[src/rtl/tsc_pkg.sv]
// ----------------------------------------------------------------------------
// tsc_pkg
// Shared types, codes and defaults for the TTL session cache: request and
// response beats, controller states, and the command and status groups that
// join the controller to the datapath.
// ----------------------------------------------------------------------------
package tsc_pkg;

    // Default geometry and register reset
    localparam int          TSC_ENTRIES     = 16;
    localparam int          TSC_KEY_BYTES   = 32;
    localparam logic [31:0] TSC_DEFAULT_TTL = 32'(10 * 60);

    // Request codes
    localparam logic [2:0] REQ_ADD     = 3'd0;
    localparam logic [2:0] REQ_LOOKUP  = 3'd1;
    localparam logic [2:0] REQ_DELETE  = 3'd2;
    localparam logic [2:0] REQ_CLEANUP = 3'd3;
    localparam logic [2:0] REQ_TICK    = 3'd4;

    // Response status codes
    localparam logic [1:0] ST_OK        = 2'd0;
    localparam logic [1:0] ST_NOT_FOUND = 2'd1;
    localparam logic [1:0] ST_FULL      = 2'd2;

    // Request beat
    typedef struct packed {
        logic [2:0]  req_type;
        logic [63:0] key_word0;
        logic [63:0] key_word1;
        logic [63:0] key_word2;
        logic [63:0] key_word3;
        logic [5:0]  key_len;
        logic [63:0] data_handle;
        logic [31:0] ttl_seconds;
    } t_req;

    // Response beat
    typedef struct packed {
        logic [1:0]  status;
        logic [63:0] read_handle;
        logic        entries_remain;
    } t_rsp;

    // Controller states
    typedef enum logic [1:0] {
        S_IDLE,
        S_SCAN,
        S_DRAIN,
        S_FIN
    } t_state;

    // Controller to datapath
    typedef struct packed {
        logic accept;     // capture the request beat, rewind the scan
        logic scan_step;  // read the entry at the scan pointer
        logic finish;     // apply the update, load the response register
    } t_cmd;

    // Datapath to controller
    typedef struct packed {
        logic need_scan;  // held request walks the table
        logic scan_last;  // scan pointer sits on the last entry
        logic out_busy;   // response register cannot take a beat
    } t_stat;

endpackage

[src/rtl/tsc_ctrl.sv]
// ----------------------------------------------------------------------------
// tsc_ctrl
// Request sequencer: accepts one request, has the datapath walk the table
// if needed, then commits the result once the response register is free.
// ----------------------------------------------------------------------------
module tsc_ctrl
    import tsc_pkg::*;
(
    input  logic  i_clk,
    input  logic  i_rst_n,
    input  logic  i_in_valid,
    output logic  o_in_ready,
    input  t_stat i_stat,
    output t_cmd  o_cmd
);

    t_state r_state;
    t_state n_state;

    // Hold the state
    always_ff @(posedge i_clk) begin
        if (!i_rst_n) begin
            r_state <= S_IDLE;
        end else begin
            r_state <= n_state;
        end
    end

    // Advance the sequence
    always_comb begin
        n_state = r_state;
        case (r_state)
            S_IDLE: begin
                if (i_in_valid) begin
                    n_state = S_SCAN;
                end
            end
            S_SCAN: begin
                if (!i_stat.need_scan) begin
                    n_state = S_FIN;
                end else if (i_stat.scan_last) begin
                    n_state = S_DRAIN;
                end
            end
            S_DRAIN: begin
                n_state = S_FIN;
            end
            S_FIN: begin
                if (!i_stat.out_busy) begin
                    n_state = S_IDLE;
                end
            end
            default: begin
                n_state = S_IDLE;
            end
        endcase
    end

    // Drive commands
    always_comb begin
        o_in_ready      = 1'b0;
        o_cmd.accept    = 1'b0;
        o_cmd.scan_step = 1'b0;
        o_cmd.finish    = 1'b0;
        case (r_state)
            S_IDLE: begin
                o_in_ready   = 1'b1;
                o_cmd.accept = i_in_valid;
            end
            S_SCAN: begin
                o_cmd.scan_step = i_stat.need_scan;
            end
            S_DRAIN: begin
            end
            S_FIN: begin
                o_cmd.finish = !i_stat.out_busy;
            end
            default: begin
            end
        endcase
    end

endmodule

[config.mk]
export PLATFORM = sky130hd
export DESIGN_NAME = tsc_ctrl
export DESIGN_NICKNAME = d
export VERILOG_FILES = /design/src/rtl/tsc_pkg.sv /design/src/rtl/tsc_ctrl.sv
export SDC_FILE = /design/constraint.sdc
export NUM_CORES = 1
export LEC_CHECK = 0
export BUFFER_PORTS_ARGS = -buffer_cell sky130_fd_sc_hd__buf_4
export CORE_AREA = 2 2 39 41
export CTS_CLUSTER_SIZE = 14
export DETAILED_ROUTE_END_ITERATION = 12
export DIE_AREA = 0 0 41 43
export HOLD_SLACK_MARGIN = 0.02
export PLACE_DENSITY = 0.39
export SYNTH_ARGS = -nofsm -noshare
export SYNTH_HDL_FRONTEND = slang
export SYNTH_SLANG_ARGS = --single-unit
export TNS_END_PERCENT = 50
[constraint.sdc]
create_clock -name i_clk -period 1.6 [get_ports i_clk]
set_input_delay 0 -clock i_clk [delete_from_list [all_inputs] [get_ports i_clk]]
set_output_delay 0 -clock i_clk [all_outputs]
set_load 0.05 [all_outputs]
# Word-level counts from Yosys, hierarchy flattened
# Cells that the tools add are included.
[totals] register_bits=2 output_inout_bits=4
[op_classes] eq_ne=6 muxes=9 n_reduce_logical=3
[op_table] operator="two-way mux 2 bit" n=4
[op_table] operator="one-hot mux 2 bit (4 select lines)" n=1
[op_table] operator="== test 2 bit (second input constant)" n=2
[op_table] operator="two-way mux 1 bit" n=4
[op_table] operator="inequality test 2 bit (second input constant)" n=2
[op_table] operator="inequality test 3 bit (second input constant)" n=1
[op_table] operator="AND reduction 3 bit" n=1
[op_table] operator="== test 2 x 1 -> 1 bit (second input constant)" n=1
[op_table] operator="logical NOT 2 bit" n=1
[op_table] operator="logical NOT 1 bit" n=1

# Depth between registers and ports, before layout
[depth] ltp_word=3 depth_mapped=5 depth_no_buf=5

# Worst setup path after synthesis
# Ideal clock, no wire load.
[synth_timing] path_type="reg2reg" startpoint="register r_state[0]" endpoint="register r_state[0]" setup_time_ns=0.088 arrival_ns=1.385 required_time_ns=1.512 slack_ns=0.127 stages_incl_launch_ff=6 n_path_buf=0 cell_sequence="dfxtp_1 > inv_1 > ha_1 > nand2b_4 > and3_4 > a311oi_2"
[synth_via] elab_chain_len=3 elab_cells_between_ends=9
[synth_rtl] item="from (decl)" line="tsc_ctrl.sv:17" rtl="t_state r_state;"
[synth_rtl] item="from (signal assigned)" line="tsc_ctrl.sv:25" rtl="r_state <= n_state;"
[synth_rtl] item="== test 2 x 1 -> 1 bit, or another cell as far along" line="tsc_ctrl.sv:32" rtl="case (r_state)"
[synth_rtl] item="inequality test 3 bit (no source line) / inequality test 2 bit (equally long branches)"
[synth_rtl] item="AND reduction 3 bit (no source line)"
# Parallel ways exist; a longest one is shown, timed or not.
# A chain may end at the register's enable or synchronous reset.

==> impl_metrics.tcl <==
set metrics [dict create \
    die_h_um 43 \
    grt_setup_unrepaired "false" \
    dr.pass1.iters 2 \
    routed_wl_um 479 \
    clk_latency_ns 0.23 \
    track_usage_pct 7.31 \
    yosys_warnings 0 \
    slew_headroom_pct 86.7 \
    h-tree-depth 1 \
    p_int_uw 340 \
    initial_core_util_pct 15.3 \
    setup_viol 0 \
    swShare_pct 51.3 \
    synth_top_area_share_pct 18.9 \
    ys_types 16 \
    power_leakage_nw 0.160 \
    cts_setup_buffers 0 \
    worst_pin_slew_ns 0.200 \
    ys_seq_area_share_pct 18.9 \
    required_ns 1.60 \
    setup_tns_ns 0 \
    area_delta_synth_final_pct 52.1 \
    cp-start-kind "flip-flop" \
    numCtsBuffers 3 \
    p_seq_share_pct 15.1 \
    largest-register "r_state" \
    synth_flop_cell "dfxtp_1" \
    max_freq_mhz 748 \
    layout.nets 45 \
    coreArea_um2 1380 \
    slew_violations 0 \
    detailed_place.area_um2 299 \
    clk_pin_slew_ns 0.03 \
    grt_antenna_before_repair 0 \
    holdWs_ns 0.0356 \
    drive_above_1_share_pct 50.0 \
    ant_nets 0 \
    cts_tree "built" \
    design_area_um2 322 \
    dieArea_um2 1760 \
    irDropWorstVdd_v 0.000536 \
    min_from "i_rst_n" \
    grt_start_max_net_pins 6 \
    antennaDiodeCount 0 \
    yosys-top-cells-area "dfxtp_1 (19%), ha_1 (18%), nand3b_4 (9.5%)" \
    clockPowerShare_pct 16.4 \
    r2r_setup_slack_ns 0.31 \
    async_flop_share_pct 0 \
    portBuffers 9 \
    fin_crit_ns 1.34 \
    synth.largest_area_cell "dfxtp_1" \
    ctsResizeCount 0 \
    drtIter0Drc 1 \
    finalCritPeriodShare_pct 83.6 \
    clk_path_buf_depth 2 \
    grt_pass1_wl_um 862 \
    pre_cts_slack_ns 0.313 \
    hold_path.class "input port to flip-flop" \
    crit_start "r_state[0]" \
    syn-mean-instance-area_um2 9.61 \
    synth_cells 22 \
    viasPerCell 3.76 \
    num_vias 188 \
    boundaryPins 10 \
    outcome "completed" \
    max_cap_violations 0 \
    end_kind "output port" \
    ctsHoldBuffers 0 \
    wl_per_cell_um 9.58 \
    numClockSinks 2 \
    overflow 0 \
    place.gp.congestion 0.615 \
    path_max_fanout 5 \
    root_buffer "clkbuf_4" \
    synth_commonest_cells "ha_1 (3), inv_1 (3), a21oi_1 (2), dfxtp_1 (2)" \
    drc 0 \
    path_class "flip-flop to output port" \
    fill_cells 156 \
    r2r_start "r_state[0]" \
    synth_edf_count 0 \
    synth_nets 31 \
    hold_viol_final 0 \
    rows 14 \
    ys_ff_latch 2 \
    netlist_area_um2 211 \
    comb_power_share_pct 68.5 \
    die_w_um 41 \
    largest_reg_flops 2 \
    grt_pass1_vias 221 \
    fin_ws_ns 0.263 \
    power_density_nw_per_um2 2170 \
    reg.largest.list "r_state: 2 flops" \
    switching_power_uw 358 \
    cp.arrival_ns 1.34 \
    clock_skew_ns 0.00261 \
]
==> layout by cell type, fill, tap and decap left out <==
cell      count
inv_1         3
a31o_1        1
and2_1        1
clkbuf_4      3
nand2b_4      1
a21oi_1       2
nand4_1       1
and3_4        1
nand3b_4      1
a311oi_2      1
nand2_1       1
ha_1          3
dfxtp_1       2
nand3b_1      1
buf_4         9
nor2b_1       1
a31oi_1       1
and2_2        1
==> critical path: stages, from the launching register on <==
cell	delay, ns
dfxtp_1	0.40
inv_1	0.09
ha_1	0.27
and2_1	0.16
buf_4	0.18
==> power by group through the flow <==
| stage | combinational [mW] | clock [mW] | sequential [mW] |
|---|---|---|---|
| floorplan | 0.374 | 0 | 0.0974 |
| global placement | 0.474 | 0 | 0.108 |
| detailed placement | 0.483 | 0 | 0.104 |
| CTS | 0.482 | 0.126 | 0.106 |
| global route | 0.525 | 0.124 | 0.109 |
| finish | 0.478 | 0.115 | 0.105 |
==> final timing paths <==
kind                              endpoint  cells after the start
worst max-delay path              o_cmd[2]                      4
worst min-delay path            r_state[1]                      3
worst min register to register  r_state[0]                      2
worst max register to register  r_state[0]                      5
==> metal layers <==
metal  global-route usage [%]  wire length [um]  vias up
met5                        0                 0        -
met4                     8.00                 0        0
met3                        0                22        0
met2                     10.9               232        6
met1                     8.28               224       79
li1                         -                 -      103
==> cell families (layout without fill, tap and decap cells) <==
kind of cell             count (synthesis)  after routing  synth area share, %
buffers and inverters                    3             15                 5.33
adder cells (fa/ha/maj)                  3              3                 17.8
flip-flops                               2              2                 18.9
AO/OA/AOI/OAI                            5              5                 18.9
AND/OR/NAND/NOR                          9              9                 39.1
==> layout make-up <==
class | instances | area [um^2] | share of cell area (%)
clock buffers | 3 | 22.5 | 7.00
inverters | 3 | 11.3 | 3.50
well taps | 16 | 20.0 | 6.23
flip-flops and latches | 2 | 40.0 | 12.5
multi-input cells | 17 | 160 | 49.8
repair buffers | 9 | 67.6 | 21.0
==> stage by stage <==
stage          util (%)  instances  power, mW
2_1_floorplan         -         22      0.472
6_report           23.2         50      0.698
3_5_place_dp       21.6         47      0.587
4_1_cts            23.2         50      0.714
3_3_place_gp       21.6         47      0.583
5_1_grt            23.2         50      0.758
(Power assumes the default switching activity.)
